<file path="config.mk">
export PLATFORM = sky130hd
export DESIGN_NAME = multi_motor_encoder_unwrap
export DESIGN_NICKNAME = d
export VERILOG_FILES = /design/src/hw/rtl/mmeu_pkg.sv /design/src/hw/rtl/multi_motor_encoder_unwrap.sv
export VERILOG_INCLUDE_DIRS = /design/src /design/src/hw/rtl
export SDC_FILE = /design/constraint.sdc
export NUM_CORES = 1
export LEC_CHECK = 0
export BUFFER_PORTS_ARGS = -buffer_cell sky130_fd_sc_hd__buf_2
export CAP_MARGIN = 20
export CELL_PAD_IN_SITES_DETAIL_PLACEMENT = 1
export CELL_PAD_IN_SITES_GLOBAL_PLACEMENT = 1
export CORE_MARGIN = 1.5
export CORE_UTILIZATION = 45
export CTS_CLUSTER_SIZE = 24
export DETAILED_ROUTE_END_ITERATION = 12
export GPL_TIMING_DRIVEN = 0
export PLACE_DENSITY_LB_ADDON = 0.3
export REMOVE_ABC_BUFFERS = 1
export SLEW_MARGIN = 5
export SYNTH_ARGS = -nofsm -noshare
export SYNTH_HDL_FRONTEND = slang
export SYNTH_SLANG_ARGS = --single-unit
</file>
<file path="constraint.sdc">
create_clock -name aclk -period 9.5 [get_ports aclk]
set_input_delay 1.9 -clock aclk [delete_from_list [all_inputs] [get_ports aclk]]
set_output_delay 1.9 -clock aclk [all_outputs]
set_load 0.02 [all_outputs]
</file>
<file path="src/hw/rtl/multi_motor_encoder_unwrap_defines.svh">
// Assertion macros shared by the multi-motor encoder unwrap RTL.
// No dependencies; include by bare file name.
`ifndef MULTI_MOTOR_ENCODER_UNWRAP_DEFINES_SVH
`define MULTI_MOTOR_ENCODER_UNWRAP_DEFINES_SVH

`ifndef SYNTHESIS
// Same-cycle implication, disabled during reset.
`define MMEU_ASSERT_IMP(label, clk, rstn, ante, cons, msg) \
    label: assert property (@(posedge clk) disable iff (!(rstn)) (ante) |-> (cons)) \
        else $error(msg);
// Next-cycle implication, disabled during reset.
`define MMEU_ASSERT_NXT(label, clk, rstn, ante, cons, msg) \
    label: assert property (@(posedge clk) disable iff (!(rstn)) (ante) |=> (cons)) \
        else $error(msg);
`else
`define MMEU_ASSERT_IMP(label, clk, rstn, ante, cons, msg)
`define MMEU_ASSERT_NXT(label, clk, rstn, ante, cons, msg)
`endif

`endif

</file>
<file path="src/hw/rtl/mmeu_pkg.sv">
// Package for the multi-motor encoder unwrap: widths, reset values,
// register indexes and the payload struct types. No dependencies.
`timescale 1ns / 1ps

package mmeu_pkg;

    // Field widths
    localparam int ID_W       = 11;
    localparam int ANGLE_W    = 13;
    localparam int SPEED_W    = 16;
    localparam int CURRENT_W  = 16;
    localparam int TEMP_W     = 8;
    localparam int POS_W      = 32;
    localparam int TURN_W     = 20;
    localparam int WARMUP_W   = 16;

    // Motors and counts per revolution (power of two, applied as a shift)
    localparam int MOTOR_COUNT = 4;
    localparam int MOTOR_IDX_W = 2;
    localparam int REV_SHIFT   = 13;

    // Configuration port
    localparam int CFG_ADDR_W = 2;
    localparam int CFG_DATA_W = 16;

    localparam logic [CFG_ADDR_W-1:0] REG_BASE_ID   = 2'd0;
    localparam logic [CFG_ADDR_W-1:0] REG_JUMP_THR  = 2'd1;
    localparam logic [CFG_ADDR_W-1:0] REG_WARMUP    = 2'd2;

    localparam logic [ID_W-1:0]     BASE_ID_RST  = 11'd513;
    localparam logic [ANGLE_W-1:0]  JUMP_THR_RST = 13'd6000;
    localparam logic [WARMUP_W-1:0] WARMUP_RST   = 16'd1000;

    typedef struct packed {
        logic [ID_W-1:0]             frame_id;
        logic [ANGLE_W-1:0]          angle_raw;
        logic signed [SPEED_W-1:0]   speed_raw;
        logic signed [CURRENT_W-1:0] current_raw;
        logic [TEMP_W-1:0]           temperature_raw;
    } in_item_t;

    typedef struct packed {
        logic                        matched;
        logic [MOTOR_IDX_W-1:0]      motor_index;
        logic                        calibrating;
        logic signed [POS_W-1:0]     position;
        logic signed [TURN_W-1:0]    turn_count_out;
        logic signed [SPEED_W-1:0]   speed_out;
        logic signed [CURRENT_W-1:0] current_out;
        logic [TEMP_W-1:0]           temperature_out;
    } out_item_t;

endpackage

</file>
<file path="src/hw/rtl/multi_motor_encoder_unwrap.sv">
// Multi-motor encoder unwrap: offset capture during warm-up, then turn
// tracking and position unwrap per motor. Depends on mmeu_pkg and the defines header.
`timescale 1ns / 1ps
`include "multi_motor_encoder_unwrap_defines.svh"

// Channel   Direction  Handshake          Payload
// s_        in         s_valid/s_ready    in_item_t  (one feedback frame)
// m_        out        m_valid/m_ready    out_item_t (one result per frame)
// cfg_      in         cfg_wen            cfg_addr, cfg_wdata (no wait)
//
// A frame enters an input register, is processed combinationally (id match,
// angle step compare, turn update, position add) and lands in a result
// register: one frame per cycle sustained while m_ready stays high. Per-motor
// state updates at the processing edge, so a following frame sees it.
// Synchronous active-low reset clears configuration to defaults and all
// motor state to zero. A stalled result holds; input still fills its register.
module multi_motor_encoder_unwrap
    import mmeu_pkg::*;
(
    input  logic                  aclk,
    input  logic                  aresetn,
    input  logic                  s_valid,
    output logic                  s_ready,
    input  in_item_t              s_data,
    output logic                  m_valid,
    input  logic                  m_ready,
    output out_item_t             m_data,
    input  logic                  cfg_wen,
    input  logic [CFG_ADDR_W-1:0] cfg_addr,
    input  logic [CFG_DATA_W-1:0] cfg_wdata
);

    // Configuration registers
    logic [ID_W-1:0]     base_id_reg;
    logic [ANGLE_W-1:0]  jump_thr_reg;
    logic [WARMUP_W-1:0] warmup_frames_reg;

    // Block state
    logic [WARMUP_W-1:0] warm_cnt_reg;
    logic [ANGLE_W-1:0]  last_angle_reg  [MOTOR_COUNT];
    logic [ANGLE_W-1:0]  zero_offset_reg [MOTOR_COUNT];
    logic [TURN_W-1:0]   turn_count_reg  [MOTOR_COUNT];
    logic [POS_W-1:0]    last_pos_reg    [MOTOR_COUNT];

    // Pipeline registers
    logic      in_valid_reg;
    in_item_t  in_data_reg;
    logic      out_valid_reg;
    out_item_t out_data_reg;

    // Processing signals
    logic                   proc;
    logic [WARMUP_W-1:0]    warm_cnt_next;
    logic                   cal;
    logic [ID_W:0]          id_diff;
    logic                   hit;
    logic [MOTOR_IDX_W-1:0] idx;
    logic signed [ANGLE_W+1:0] step;
    logic signed [ANGLE_W+1:0] thr;
    logic                   wrap_dn;
    logic                   wrap_up;
    logic [TURN_W-1:0]      turn_next;
    logic [POS_W-1:0]       pos_next;
    out_item_t              out_next;

    // Advance a frame when the result register is free or being drained
    assign proc    = in_valid_reg && (!out_valid_reg || m_ready);
    assign s_ready = !in_valid_reg || proc;
    assign m_valid = out_valid_reg;
    assign m_data  = out_data_reg;

    // Saturating warm-up counter and calibration flag
    always_comb begin
        if (warm_cnt_reg < warmup_frames_reg) begin
            warm_cnt_next = warm_cnt_reg + 1'b1;
        end else begin
            warm_cnt_next = warmup_frames_reg;
        end
        cal = warm_cnt_next < warmup_frames_reg;
    end

    // Match the frame id against the four motor ids
    always_comb begin
        id_diff = {1'b0, in_data_reg.frame_id} - {1'b0, base_id_reg};
        hit     = !id_diff[ID_W] && (id_diff < (ID_W+1)'(MOTOR_COUNT));
        idx     = id_diff[MOTOR_IDX_W-1:0];
    end

    // Detect a revolution wrap from the angle step and update the turn count
    always_comb begin
        step = (ANGLE_W+2)'({1'b0, in_data_reg.angle_raw})
             - (ANGLE_W+2)'({1'b0, last_angle_reg[idx]});
        thr     = (ANGLE_W+2)'({1'b0, jump_thr_reg});
        wrap_dn = step > thr;
        wrap_up = step < -thr;
        if (wrap_dn) begin
            turn_next = turn_count_reg[idx] - 1'b1;
        end else if (wrap_up) begin
            turn_next = turn_count_reg[idx] + 1'b1;
        end else begin
            turn_next = turn_count_reg[idx];
        end
        pos_next = {turn_next[POS_W-REV_SHIFT-1:0], {REV_SHIFT{1'b0}}}
                 + POS_W'(in_data_reg.angle_raw)
                 - POS_W'(zero_offset_reg[idx]);
    end

    // Assemble the result; an unmatched frame reports only the warm-up status
    always_comb begin
        out_next             = '0;
        out_next.calibrating = cal;
        if (hit) begin
            out_next.matched         = 1'b1;
            out_next.motor_index     = idx;
            out_next.position        = cal ? last_pos_reg[idx] : pos_next;
            out_next.turn_count_out  = cal ? turn_count_reg[idx] : turn_next;
            out_next.speed_out       = in_data_reg.speed_raw;
            out_next.current_out     = in_data_reg.current_raw;
            out_next.temperature_out = in_data_reg.temperature_raw;
        end
    end

    // Control, configuration and motor state
    always_ff @(posedge aclk) begin
        if (!aresetn) begin
            base_id_reg       <= BASE_ID_RST;
            jump_thr_reg      <= JUMP_THR_RST;
            warmup_frames_reg <= WARMUP_RST;
            warm_cnt_reg      <= '0;
            in_valid_reg      <= 1'b0;
            out_valid_reg     <= 1'b0;
            for (int k = 0; k < MOTOR_COUNT; k++) begin
                last_angle_reg[k]  <= '0;
                zero_offset_reg[k] <= '0;
                turn_count_reg[k]  <= '0;
                last_pos_reg[k]    <= '0;
            end
        end else begin
            if (cfg_wen) begin
                case (cfg_addr)
                    REG_BASE_ID:  base_id_reg       <= cfg_wdata[ID_W-1:0];
                    REG_JUMP_THR: jump_thr_reg      <= cfg_wdata[ANGLE_W-1:0];
                    REG_WARMUP:   warmup_frames_reg <= cfg_wdata[WARMUP_W-1:0];
                    default: ;
                endcase
            end
            if (s_ready) begin
                in_valid_reg <= s_valid;
            end
            if (proc) begin
                out_valid_reg <= 1'b1;
            end else if (m_ready) begin
                out_valid_reg <= 1'b0;
            end
            if (proc) begin
                warm_cnt_reg <= warm_cnt_next;
                if (hit) begin
                    last_angle_reg[idx] <= in_data_reg.angle_raw;
                    if (cal) begin
                        zero_offset_reg[idx] <= in_data_reg.angle_raw;
                    end else begin
                        turn_count_reg[idx] <= turn_next;
                        last_pos_reg[idx]   <= pos_next;
                    end
                end
            end
        end
    end

    // Payload registers
    always_ff @(posedge aclk) begin
        if (s_valid && s_ready) begin
            in_data_reg <= s_data;
        end
        if (proc) begin
            out_data_reg <= out_next;
        end
    end

    // Checks
    `MMEU_ASSERT_IMP(a_unmatched_zero, aclk, aresetn, m_valid && !m_data.matched, m_data.position == '0 && m_data.turn_count_out == '0, "unmatched result carries motor data")
    `MMEU_ASSERT_NXT(a_warm_sat, aclk, aresetn, proc && !cfg_wen, warm_cnt_reg <= warmup_frames_reg, "warm-up counter above limit")
    `MMEU_ASSERT_NXT(a_proc_loads, aclk, aresetn, proc, out_valid_reg, "processed frame lost")
    `MMEU_ASSERT_IMP(a_ready_when_empty, aclk, aresetn, !out_valid_reg, s_ready, "input stalled with empty output")

endmodule

</file>
; ---- Word level (Yosys, flattened, before mapping)
; Memories as Yosys holds them, arrays and structs flattened.
; Cells that the tools add are included.
[word_totals]
register_bits = 218
latchBits = 0
ramBits = 312
rom_bits = 0
in_bits = 87
elab_cells = 90
memories = 4
[classes]
addsub = 8
n_mul = 0
div_mod_pow = 0
magnitude_cmp = 5
n_eq_ne = 2
n_shift = 0
n_mux = 35
bitwise = 0
n_reduce_logical = 17
[memory_table]
columns = name, depth, word_bits, rd, rd_ports_with_merged_regs, write_ports, line_no
row1 = last_pos_reg, 4, 32, 1, 0, 4, multi_motor_encoder_unwrap.sv:43  ; logic [POS_W-1:0] last_pos_reg [MOTOR_COUNT];
row2 = turn_count_reg, 4, 20, 1, 0, 4, multi_motor_encoder_unwrap.sv:42  ; logic [TURN_W-1:0] turn_count_reg [MOTOR_COUNT];
row3 = last_angle_reg, 4, 13, 1, 0, 4, multi_motor_encoder_unwrap.sv:40  ; logic [ANGLE_W-1:0] last_angle_reg [MOTOR_COUNT];
row4 = zero_offset_reg, 4, 13, 1, 0, 4, multi_motor_encoder_unwrap.sv:41  ; logic [ANGLE_W-1:0] zero_offset_reg [MOTOR_COUNT];
[ops]
columns = cell, count
row1 = $mux W20, 4
row2 = $mux W32, 2
row3 = $add A32 B13 Y32, 1
row4 = $lt A16 B16 Y1, 2
row5 = $reduce_or A32 Y1, 1
row6 = $sub A32 B13 Y32, 1
row7 = $mux W13, 2
row8 = $reduce_or A13 Y1, 2
row9 = $mux W1, 21
row10 = $add A20 B1 Y20 const B, 1
row11 = $reduce_or A20 Y1, 1
row12 = $sub A20 B1 Y20 const B, 1
row13 = $add A16 B1 Y16 const B, 1
row14 = $mux W16, 1
row15 = $lt A14 B15 Y1, 1
row16 = $neg A13 Y15, 1
row17 = $gt A14 B14 Y1, 1
row18 = $sub A13 B13 Y14, 1
row19 = $lt A12 B3 Y1 const B, 1
row20 = $sub A11 B11 Y12, 1
row21 = $mux W2, 4
row22 = $reduce_and A2 Y1, 3
row23 = $logic_and A1 B1 Y1, 3
row24 = $logic_not A1 Y1, 3
row25 = other kinds (6), 7

; ---- Logic depth before layout (Yosys ltp)
; Gate-level depths: netlist of the first run.
[logic_depth]
depth_word = 10
mapped_depth = 35
mapped_depth_nobuf = 29

; ---- Worst setup path before layout of the first run
; OpenSTA, ideal clock, no wires.
[synth_timing]
path_type = flip-flop to flip-flop
from = register in_data_reg[53] (netlist bit)
to = register out_data_reg (netlist bit m_data[89]), data pin
setup_ns = 0.270
arrival_ns = 8.598
t_required_ns = 9.230
setup_slack_ns = 0.631
stages_incl_launch_ff = 36
n_path_buf = 8
period_less_slack_ns = 8.869
cell_sequence = edfxtp_1 > inv_1 > ha_1 > buf_2 > buf_2 > clkbuf_1 > clkbuf_1 > buf_1 > clkbuf_1 > mux4_2 > ha_1 > inv_1 > fa_1 > a211oi_1 > o21ai_0 > nand3_1 > a21oi_1 > o21ai_0 > nand2b_1 > a21oi_1 > xnor2_1 > ha_1 > nand3_1 > or3_1 > or3b_1 > o21ai_1 > or2_1 > buf_2 > buf_2 > a41oi_2 > xor2_1 > nand3_2 > or4_4 > or3_1 > nand3_1 > a21oi_1
[synth_via]
elab_chain_cells = 9
[synth_rtl]
columns = item, line_no
row1 = "start, declared", multi_motor_encoder_unwrap.sv:47  ; in_item_t in_data_reg;
row2 = "start signal, assigned", multi_motor_encoder_unwrap.sv:173  ; in_data_reg <= s_data;
row3 = $sub A11 B11 Y12 (*), multi_motor_encoder_unwrap.sv:84  ; id_diff = {1'b0, in_data_reg.frame_id} - {1'b0, base_id_reg};
row4 = $mem_v2 Z4 W13, -
row5 = $sub A13 B13 Y14, multi_motor_encoder_unwrap.sv:92  ; - (ANGLE_W+2)'({1'b0, last_angle_reg[idx]});
row6 = $lt A14 B15 Y1, multi_motor_encoder_unwrap.sv:95  ; wrap_up = step < -thr;
row7 = $mux W20, multi_motor_encoder_unwrap.sv:98  ; end else if (wrap_up) begin
row8 = $mux W20, multi_motor_encoder_unwrap.sv:96  ; if (wrap_dn) begin
row9 = $add A32 B13 Y32, multi_motor_encoder_unwrap.sv:104  ; + POS_W'(in_data_reg.angle_raw)
row10 = $sub A32 B13 Y32, multi_motor_encoder_unwrap.sv:105  ; - POS_W'(zero_offset_reg[idx]);
row11 = $mux W32, multi_motor_encoder_unwrap.sv:115  ; out_next.position = cal ? last_pos_reg[idx] : pos_next;
row12 = "end signal, assigned", multi_motor_encoder_unwrap.sv:176  ; out_data_reg <= out_next;
row13 = "end, declared", multi_motor_encoder_unwrap.sv:49  ; out_item_t out_data_reg;
; Every way passes the cells marked *; elsewhere a longest branch is shown, timed or not.
; A chain may end at the register's enable or synchronous reset.

; ---- Worst setup path in the final report of the first run
[layout_timing]
from = register in_data_reg[53] (netlist bit)
to = register out_data_reg (netlist bit m_data[89]), data pin
[layout_via]
elab_chain_cells = 9
[layout_rtl]
columns = item, line_no
row1 = $sub A11 B11 Y12 (*), multi_motor_encoder_unwrap.sv:84
row2 = named net id_diff[1], multi_motor_encoder_unwrap.sv:55  ; logic [ID_W:0] id_diff;
row3 = $mem_v2 Z4 W13, -
row4 = $sub A13 B13 Y14, multi_motor_encoder_unwrap.sv:92
row5 = $lt A14 B15 Y1, multi_motor_encoder_unwrap.sv:95
row6 = $mux W20, multi_motor_encoder_unwrap.sv:98
row7 = $mux W20, multi_motor_encoder_unwrap.sv:96
row8 = $add A32 B13 Y32, multi_motor_encoder_unwrap.sv:104
row9 = $sub A32 B13 Y32, multi_motor_encoder_unwrap.sv:105
row10 = $mux W32, multi_motor_encoder_unwrap.sv:115
; Mark *: on every way through the listed nets, which the timed path passes. The rest lies on a longest branch.

==> impl_summary.txt, run 1 <==
----------------------------------------------------
[Run status]
  Run status ... complete, no violations

[Worst setup path]
  Element type at the critical path start ... register
  Critical Path Fanout Max ... 40
  Buffers & Inverters on Critical Path ... 4
  Critical path endpoint category ... register
  Max stage delay on crit path ... 1.17 ns
  Critical path class ... register to register
  Endpoint required time on the critical path ... 9.82 ns
  Arrival time at the worst endpoint ... 9.38 ns
  Delay-heaviest family, CP ... simple AND/OR/NAND/NOR gates
  Worst-path cell with the longest stage delay ... fa_4

[Die]
  Die Ht ... 241 um
  DIE AREA ... 58080 um2
  Core area ... 56170 um2
  Ports placed on the boundary ... 185
  Width of the chip ... 241 um
  FP Rows ... 87
  Effective utilization at floorplan ... 45.38%

[Global routing]
  Gr usage total ... 22.99%
  Pin count of the biggest net entering global routing ... 78
  Number of antenna violations at the first check in global routing ... 0
  Grt ovf ... 0
  Number of global-route vias before repair ... 18.16k
  First-pass GRT wire length ... 102800 um

[Drt]
  Met3 wire len ... 3100 um
  Routed Wire Length ... 65590 um
  Metal-1 WL ... 28150 um
  Violation count after the first detailed-routing iteration ... 1071
  Final routed DRC violation total ... 0
  Detail-routed via count per cell ... 5.541
  Number of iterations in the first detailed-routing pass ... 5
  Routed WL per cell ... 21.35 um
  Met2 Wirelength ... 32900 um
  Count of antenna-violating nets left after detailed routing ... 0
  Highest routed metal layer ... met4
  Via count of the routed design ... 17.02k

[Final layout]
  Core Util, Final ... 52.52%
  Antenna diode instance count ... 0
  Count of nets after finishing ... 2453
  Flip-flop count of the largest register, all copies and words added ... 128
  Share of final-layout standard cells stronger than drive strength 1 ... 18.52%
  Finished layout cell area ... 29500 um2
  Final-layout fill cell count ... 5852
  Relative area change from synthesis to final layout ... 15.73%

[Timing]
  Setup slack after layout ... 0.4454 ns
  Worst clock skew ... 0.04093 ns
  Final Critical Period ... 9.055 ns
  Fin. max-slew vios ... 0
  Max-slew headroom at the worst pin ... 35.48%
  Final number of hold-violating endpoints ... 0
  Part of the cycle the worst path needs ... 95.31%
  Worst Tran Pin Value ... 0.9676 ns
  Setup repair after global routing missed its margin ... no
  Total of endpoints with negative setup slack in the final report ... 0
  Max Freq ... 110.4 MHz
  Aggregate negative setup slack ... 0 ns

[Power and ir drop]
  Leakage power ... 11.04 nW
  Power density of the placed cells ... 196.1 nW/um2
  Peak VDD IR ... 0.1431 mV

[Placed design]
  Gp weighted congestion ... 0.8485
  # port buffers ... 184
  Placed instance area ... 27530 um2
  Placed wire-length estimate ... 43430 um
  Worst slack after detailed placement ... -1.081 ns

[Logic synthesis]
  Asr flop ratio synth ... 0%
  Ys flop type ... edfxtp_1
  Fraction of the yosys area taken by sequential cells ... 60.16%
  Synth Warn # ... 0
  Post-synthesis instance area ... 25490 um2
  Ranking of synthesized cells by area ... edfxtp_1 56%, mux4_2 6.9%, nor2_1 5.3%
  Number of storage elements in the synthesis netlist ... 530
  Number of standard cells after synthesis ... 2095
  Avg Cell Area, Syn ... 12.17 um2
  Cell with the most instances after synthesis ... edfxtp_1
  Most area-hungry cell type in the Yosys netlist ... edfxtp_1
  Fraction of synthesized cell area taken by the top area cell type ... 55.61%
  Count of flip-flops with a built-in enable after synthesis ... 472
  Top cell types by occurrence after synthesis ... 472 x edfxtp_1, 359 x nor2_1, 202 x nand2_1, 102 x inv_1, 94 x ha_1
  Netlist cell types ... 72

[Clocking]
  Buffer depth of the longest clock path ... 3
  Insertion delay to the later sink of the worst-skew pair ... 0.64 ns
  CTS tree ... yes
  Total clock buffers created by CTS ... 57
  Number of H-tree branching levels ... 2
  Clock net sink count ... 530
  Hold-fix buffer count after cts ... 0
  Root buffer selected by CTS ... clkbuf_16
  CTS clk-pin slew, worst paths ... 0.06 ns

[Hold path]
  Worst hold path class ... register to register

[Flow run]
  Max-Cap Viols ... 0

----------------------------------------------------
[metal layers]
metal | vias to the layer above | GRT usage, %
met1 | 8633 | 29.93
met2 | 407 | 40.13
li1 | 7901 | -
met3 | 81 | 3.157
met4 | 0 | 6.515
met5 | - | 0
[where the power goes]
part | internal (mW) | switching [mW]
logic | 0.353 | 0.611
registers | 2.62 | 0.0349
clock network | 1.23 | 0.942
total | 4.20 | 1.59
[placed cells by master, fill, tap and decap left out, types with 9 or more instances in the layout]
master / count
a21boi_0: 37
nor2b_1: 18
a211oi_1: 15
nor2_1: 359
nand2b_1: 9
buf_2: 184
xnor2_1: 39
a21o_1: 17
ha_1: 93
nand2_1: 195
and3_1: 21
dfxtp_1: 58
a21oi_1: 73
or3_1: 18
nor3_1: 22
nand3_1: 32
nand4_1: 15
o211ai_1: 20
or2_2: 9
xor2_1: 28
and2_1: 80
o21ai_0: 44
clkinv_1: 11
edfxtp_1: 472
nor4_1: 9
mux4_2: 78
o21a_1: 18
clkinv_2: 14
inv_1: 100
clkbuf_16: 57
clkbuf_1: 12
[final timing paths]
path	slack, ns	end	start	depth (start not counted)
hold reg to reg	0.47	base_id_reg[10]	base_id_reg[10]	2
setup reg to reg	0.45	m_data[89]	in_data_reg[53]	30
setup / recovery	0.45	m_data[89]	in_data_reg[53]	30
hold / removal	0.47	base_id_reg[10]	base_id_reg[10]	2
[worst reg2reg max path: cells and delay by family, from the launching register on]
family / cells / cell delay, ns
multiplexers: 1 / 0.29
buffers and inverters: 4 / 0.56
AO/OA/AOI/OAI: 9 / 2.11
AND/OR/NAND/NOR: 9 / 2.48
adder cells (fa/ha/maj): 5 / 2.19
flip-flops: 1 / 0.43
XOR/XNOR: 2 / 0.72
[timing repair]
action                     CTS  global route
pin swaps                    2             1
buffers inserted             3             3
gates cloned                 0             0
resized for setup            2             9
setup endpoints to repair   70            71
[cells by family after synthesis]
kind of cell	share of synthesized area (%)
buffers and inverters	2.994
DFF	60.16
muxes	7.172
and+or+nand+nor	14.79
adders and majority gates	4.889
xor gates and xnor gates	2.906
AOI/OAI and AO/OA	7.088
[cell type report]
cell class,count,area (um2),area share (%)
multi-input combinational,1364,9557,32.40
sequential,530,15330,51.98
inverter,102,390.4,1.323
tap,756,945.9,3.207
clock buffer,70,1485,5.035
clock inverter,36,339.1,1.149
timing repair buffer,214,1448,4.907
[through the flow]
step	total power, mW	hold slack [ns]	cells
after floorplan	3.346	0.4434	1996
after global placement	3.613	0.4596	2936
after detailed placement	3.637	0.4614	2958
after CTS	5.822	0.4695	3067
after global routing	6.005	0.4980	3072
final	5.786	0.4655	3072
Power figures use the tool's default switching activity.
==> run 2, diff against run 1 <==
--- a/config.mk
+++ b/config.mk
@@ -16,7 +16,6 @@
 export DETAILED_ROUTE_END_ITERATION = 12
 export GPL_TIMING_DRIVEN = 0
 export PLACE_DENSITY_LB_ADDON = 0.3
-export REMOVE_ABC_BUFFERS = 1
 export SLEW_MARGIN = 5
 export SYNTH_ARGS = -nofsm -noshare
 export SYNTH_HDL_FRONTEND = slang
==> constraint.sdc (replaced) <==
create_clock -name aclk -period 8.05 [get_ports aclk]
set_input_delay 1.61 -clock aclk [delete_from_list [all_inputs] [get_ports aclk]]
set_output_delay 1.61 -clock aclk [all_outputs]
set_load 0.02 [all_outputs]
==> run 2 against run 1 <==
Via count grew 6.6%. Final cell count grew 3.5%. Register-to-register slack lost 0.26 ns. Setup slack lost 0.26 ns.
==> impl_summary.txt, run 2 (synthesis gave the netlist of run 1 again) <==
----------------------------------------------------
[Run status]
  Run status ... complete, no violations

[Timing]
  Max-slew headroom at the worst pin ... 39.48% (+4.0 points)
  Setup repair after global routing missed its margin ... yes
  Worst Tran Pin Value ... 0.9078 ns (-0.05988 ns)
  Setup slack after layout ... 0.1857 ns (-0.2597 ns)
  Worst clock skew ... 0.03618 ns (-0.004747 ns)
  Final Critical Period ... 7.864 ns (-1.190 ns)
  Total of endpoints with negative setup slack in the final report ... 0 (unchanged)
  Final number of hold-violating endpoints ... 0 (unchanged)
  Max Freq ... 127.2 MHz (+15%)
  Part of the cycle the worst path needs ... 97.69% (+2.4 points)
  Fin. max-slew vios ... 0 (unchanged)
  WHS ... 0.4660 ns (+0.0004870 ns)

[Clocking]
  Buffer depth of the longest clock path ... 3 (unchanged)
  Insertion delay to the later sink of the worst-skew pair ... 0.64 ns (about the same)
  Clock net sink count ... 530 (unchanged)
  Root buffer selected by CTS ... clkbuf_16
  CTS clk-pin slew, worst paths ... 0.06 ns (about the same)
  Number of H-tree branching levels ... 2 (unchanged)
  CTS tree ... yes
  Total clock buffers created by CTS ... 57 (unchanged)
  Hold-fix buffer count after cts ... 0 (unchanged)

[Placed design]
  Placed instance area ... 27550 um2 (about the same)
  Placed wire-length estimate ... 51310 um (+18%)
  # port buffers ... 183 (-0.54%)
  Worst slack after detailed placement ... -2.603 ns (-1.522 ns)
  Gp weighted congestion ... 0.8724 (+2.8%)

[Hold path]
  Start point of the worst min-delay path ... base_id_reg[5]
  Worst hold path class ... register to register

[Die]
  DIE AREA ... 58080 um2 (unchanged)
  Effective utilization at floorplan ... 45.38% (unchanged)
  Die Ht ... 241 um (unchanged)
  Core area ... 56170 um2 (unchanged)
  FP Rows ... 87 (unchanged)
  Ports placed on the boundary ... 185 (unchanged)
  Width of the chip ... 241 um (unchanged)

[Drt]
  Metal-1 WL ... 30960 um (+10%)
  Met3 wire len ... 4762 um (+54%)
  Routed Wire Length ... 75780 um (+16%)
  Final routed DRC violation total ... 0 (unchanged)
  Highest routed metal layer ... met5
  Routed WL per cell ... 23.83 um (+12%)
  Count of antenna-violating nets left after detailed routing ... 0 (unchanged)
  Met2 Wirelength ... 37920 um (+15%)
  Via count of the routed design ... 18.15k (+6.6%)
  Number of iterations in the first detailed-routing pass ... 5 (unchanged)
  Violation count after the first detailed-routing iteration ... 1256 (+17%)
  Detail-routed via count per cell ... 5.707 (+3.0%)

[Final layout]
  Share of final-layout standard cells stronger than drive strength 1 ... 19.94% (+1.4 points)
  Flip-flop count of the largest register, all copies and words added ... 128 (unchanged)
  Count of nets after finishing ... 2564 (+4.5%)
  Relative area change from synthesis to final layout ... 18.41%
  Finished layout cell area ... 30180 um2 (+2.3%)
  Commonest cells after routing, fill and taps aside ... 472 x edfxtp_1, 357 x nor2_1, 199 x nand2_1, 187 x buf_2, 102 x inv_1
  Most frequent standard cell in the layout excluding fill and tap cells ... edfxtp_1

[Power and ir drop]
  Peak VDD IR ... 0.1854 mV (+30%)
  Leakage power ... 11.27 nW (+2.0%)
  Power density of the placed cells ... 236.6 nW/um2 (+21%)

[Worst setup path]
  Critical path class ... register to register
  Endpoint required time on the critical path ... 8.38 ns (-1.44 ns)
  Reg-to-reg startpoint ... in_data_reg[53]
  Arrival time at the worst endpoint ... 8.20 ns (-1.18 ns)
  Delay-heaviest family, CP ... simple AND/OR/NAND/NOR gates
  Max stage delay on crit path ... 0.63 ns (-0.54 ns)
  Buffers & Inverters on Critical Path ... 7 (+3)
  Worst Setup SP ... in_data_reg[53]
  Worst-path cell with the longest stage delay ... fa_2
  Critical path endpoint category ... register
  Critical Path Fanout Max ... 10 (-75%)
  Element type at the critical path start ... register

[Flow run]
  Max-Cap Viols ... 0 (unchanged)

[Global routing]
  Gr usage total ... 26.07% (+3.1 points)
  Number of global-route vias before repair ... 19.18k (+5.6%)
  Pin count of the biggest net entering global routing ... 53 (-32%)
  Number of antenna violations at the first check in global routing ... 3 (+3)
  Grt ovf ... 0 (unchanged)
  First-pass GRT wire length ... 113700 um (+11%)

[Logic synthesis]
  Net count after synthesis ... 2279

----------------------------------------------------
run 2: stage by stage:
step | setup TNS, ns | utilization [%] | power (mW) | std cells
6_report | 0 | 53.74 | 7.140 | 3180
5_1_grt | -1.051 | 53.74 | 7.380 | 3180
4_1_cts | 0 | 53.25 | 7.112 | 3158
3_5_place_dp | -312.75 | 49.05 | 4.323 | 3040
3_3_place_gp | -638.23 | 48.73 | 4.279 | 3034
2_1_floorplan | 0 | - | 3.953 | 2095
run 2: path summary, 6_finish.rpt:
check | endpoint | depth (start not counted) | slack [ns]
max | m_data[89] | 33 | 0.19
min | base_id_reg[5] | 2 | 0.47
min reg2reg | base_id_reg[5] | 2 | 0.47
max reg2reg | m_data[89] | 33 | 0.19
run 2: worst register-to-register path: cells and delay by family, from the launching register on:
| family | cells | cell delay (ns) |
|---|---|---|
| flip-flops | 1 | 0.37 |
| buffers and inverters | 7 | 0.95 |
| AO/OA/AOI/OAI | 9 | 1.65 |
| XOR/XNOR | 2 | 0.38 |
| adder cells (fa/ha/maj) | 5 | 1.65 |
| AND/OR/NAND/NOR | 9 | 2.39 |
| multiplexers | 1 | 0.19 |
run 2: routing by layer:
layer  vias to the layer above  global-route usage (%)
li1                       8113                       -
met1                      9285                   33.19
met2                       609                   44.78
met3                       139                   4.564
met4                         2                   9.205
met5                         -                       0
run 2: power by group:
| group | internal, mW | total, mW | switching [mW] |
|---|---|---|---|
| Sequential | 3.09 | 3.13 | 0.0433 |
| Combinational | 0.487 | 1.30 | 0.815 |
| Clock | 1.58 | 2.71 | 1.13 |
| Total | 5.15 | 7.14 | 1.99 |
run 2: what timing repair did:
| action | in CTS | in global routing |
|---|---|---|
| gates resized for setup | 65 | 31 |
| setup buffers | 20 | 21 |
| setup endpoints to repair | 195 | 75 |
| gates cloned | 0 | 0 |
| pin swaps | 13 | 16 |
run 2: area by class of cell:
class	instances	area [um2]
fillers	5885	25990
flip-flops and latches	530	15340
multi-input cells	1364	9768
clock buffers	69	1493
repair buffers	230	1354
well taps	756	945.9
plain buffers	95	488.0
clock inverters	32	410.4
inverters	102	382.9
diodes	2	5.005
==> run 3, diff against run 2 <==
==> constraint.sdc (replaced) <==
create_clock -name aclk -period 8.05 [get_ports aclk]
set_input_delay 0.4025 -clock aclk [delete_from_list [all_inputs] [get_ports aclk]]
set_output_delay 0.4025 -clock aclk [all_outputs]
set_load 0.02 [all_outputs]
==> run 3 against run 2 <==
Routed wire length up 3.1%. Largest cell class unchanged. Register-to-register slack gained 0.02 ns. Count of clock-buffer cells in the layout stayed put. Clock power is essentially flat.
==> impl_summary.txt, run 3 (synthesis gave the netlist of run 1 again) <==
----------------------------------------------------
[Placed design]
  Placed wire-length estimate ... 51310 um (unchanged)
  Gp weighted congestion ... 0.8724 (unchanged)
  Worst slack after detailed placement ... -2.603 ns (unchanged)
  # port buffers ... 183 (unchanged)

[Die]
  Ports placed on the boundary ... 185 (unchanged)
  DIE AREA ... 58080 um2 (unchanged)
  FP Rows ... 87 (unchanged)
  Width of the chip ... 241 um (unchanged)
  Effective utilization at floorplan ... 45.38% (unchanged)
  Die Ht ... 241 um (unchanged)
  Core area ... 56170 um2 (unchanged)

[Drt]
  Count of antenna-violating nets left after detailed routing ... 0 (unchanged)
  Detail-routed via count per cell ... 5.675 (-0.55%)
  Violation count after the first detailed-routing iteration ... 1461 (+16%)
  Routed Wire Length ... 78100 um (+3.1%)
  Final routed DRC violation total ... 0 (unchanged)
  Routed WL per cell ... 24.06 um (+0.96%)
  Via count of the routed design ... 18.42k (+1.5%)
  Number of iterations in the first detailed-routing pass ... 5 (unchanged)

[Worst setup path]
  Arrival time at the worst endpoint ... 8.18 ns (-0.02 ns)
  Cell type with the highest occurrence count on the critical path ... ha_1
  Critical path class ... register to register
  Delay-heaviest family, CP ... simple AND/OR/NAND/NOR gates
  Critical Path Fanout Max ... 19 (+9)
  Endpoint required time on the critical path ... 8.38 ns (about the same)
  Critical path endpoint category ... register
  Buffers & Inverters on Critical Path ... 8 (+1)
  Worst-path cell with the longest stage delay ... or4_4
  Element type at the critical path start ... register
  Max stage delay on crit path ... 0.65 ns (+0.02 ns)

[Clocking]
  Buffer depth of the longest clock path ... 3 (unchanged)
  Clock net sink count ... 530 (unchanged)
  Insertion delay to the later sink of the worst-skew pair ... 0.64 ns (about the same)
  Total clock buffers created by CTS ... 57 (unchanged)
  CTS tree ... yes
  Number of H-tree branching levels ... 2 (unchanged)
  Root buffer selected by CTS ... clkbuf_16
  CTS clk-pin slew, worst paths ... 0.06 ns (about the same)

[Power and ir drop]
  Power density of the placed cells ... 233.1 nW/um2 (-1.5%)
  Peak VDD IR ... 0.1844 mV (-0.52%)
  Net switching power of the design ... 2.009 mW (+1.2%)
  Combinational Power Share ... 18.6% (+0.4 points)
  Leakage power ... 11.55 nW (+2.5%)
  Clock share of power ... 37.8% (about the same)
  Cell internal pwr ... 5.180 mW (+0.51%)
  Part of the power in registers ... 43.6% (-0.3 points)
  Proportion of total power due to net switching ... 27.95% (+0.13 points)

[Timing]
  Worst clock skew ... 0.03424 ns (-0.001945 ns)
  Max Freq ... 127.4 MHz (+0.21%)
  Final number of hold-violating endpoints ... 0 (unchanged)
  Max-slew headroom at the worst pin ... 37.53% (-2.0 points)
  Worst Tran Pin Value ... 0.9362 ns (+0.02841 ns)
  Total of endpoints with negative setup slack in the final report ... 0 (unchanged)
  Part of the cycle the worst path needs ... 97.49% (-0.21 points)
  Setup slack after layout ... 0.2024 ns (+0.01674 ns)
  Final Critical Period ... 7.848 ns (-0.01673 ns)
  WHS ... 0.04796 ns (-0.4180 ns)
  Fin. max-slew vios ... 0 (unchanged)

[Final layout]
  Most frequent standard cell in the layout excluding fill and tap cells ... edfxtp_1
  Flip-flop count of the largest register, all copies and words added ... 128 (unchanged)
  Antenna diode instance count ... 0 (-2)
  Share of final-layout standard cells stronger than drive strength 1 ... 19.40% (-0.54 points)
  Relative area change from synthesis to final layout ... 21.01%
  Count of nets after finishing ... 2632 (+2.7%)
  Commonest cells after routing, fill and taps aside ... 472 x edfxtp_1, 357 x nor2_1, 199 x nand2_1, 186 x buf_2, 102 x inv_1

[Global routing]
  Number of global-route vias before repair ... 19.66k (+2.5%)
  First-pass GRT wire length ... 116600 um (+2.6%)
  Number of antenna violations at the first check in global routing ... 1 (-2)
  Gr usage total ... 26.84% (+0.77 points)
  Grt ovf ... 0 (unchanged)
  Pin count of the biggest net entering global routing ... 53 (unchanged)

[Run status]
  Run status ... complete, no violations

[Flow run]
  Max-Cap Viols ... 0 (unchanged)

[Logic synthesis]
  Net count after synthesis ... 2279 (unchanged)

[Hold path]
  Worst hold path class ... primary input to register

----------------------------------------------------
[run 3: repair_timing]
action                     in CTS  in global routing
setup endpoints to repair     195                 75
hold buffers                   64                  0
pin swaps                      13                 18
setup buffers                  20                 25
resized for setup              65                 34
hold endpoints to repair       64                  0
[run 3: worst paths after layout]
| check | start | to | slack (ns) | cells after the start |
|---|---|---|---|---|
| min reg2reg | base_id_reg[5] | base_id_reg[5] | 0.46 | 2 |
| max | in_data_reg[53] | m_data[89] | 0.20 | 27 |
| min | cfg_wdata[13] | warmup_frames_reg[13] | 0.05 | 3 |
| max reg2reg | in_data_reg[53] | m_data[89] | 0.20 | 27 |
[run 3: tightest hold or removal path: cells and delay by family]
| family | cells | cell delay [ns] |
|---|---|---|
| compound gates | 1 | 0.06 |
| buf+inv | 1 | 0.10 |
| simple gates | 1 | 0.04 |
[run 3: power by group through the flow]
stage | clock, mW | combinational, mW | sequential, mW
2_1_floorplan | 0 | 0.752 | 3.20
3_3_place_gp | 0 | 1.09 | 3.19
3_5_place_dp | 0 | 1.13 | 3.19
4_1_cts | 2.75 | 1.26 | 3.13
5_1_grt | 2.85 | 1.44 | 3.14
6_report | 2.72 | 1.34 | 3.14
[run 3: layout make-up]
class	count	area, um2
plain buffers	95	495.5
clock buffers	69	1493
clock inverters	32	410.4
fillers	5852	25320
inverters	102	382.9
multi-input cells	1364	9759
flip-flops and latches	530	15330
well taps	756	945.9
repair buffers	298	2024
[run 3: per-layer routing]
metal | vias to the layer above | track usage, % | wire, um
met1 | 9427 | 33.50 | 31640
met5 | - | 0 | 7
met4 | 2 | 9.981 | 2319
li1 | 8238 | - | -
met3 | 142 | 4.827 | 4867
met2 | 613 | 46.53 | 39270
[run 3: metrics by stage]
stage / total power [mW] / util, % / instance area, um2 / setup TNS [ns] / instances
4_1_cts: 7.137 / 54.39 / 30550 / 0 / 3222
3_5_place_dp: 4.323 / 49.05 / 27550 / -312.75 / 3040
2_1_floorplan: 3.953 / - / 25510 / 0 / 2095
5_1_grt: 7.424 / 54.92 / 30850 / -0.2110 / 3246
6_report: 7.190 / 54.92 / 30850 / 0 / 3246
3_3_place_gp: 4.279 / 48.73 / 27370 / -638.23 / 3034
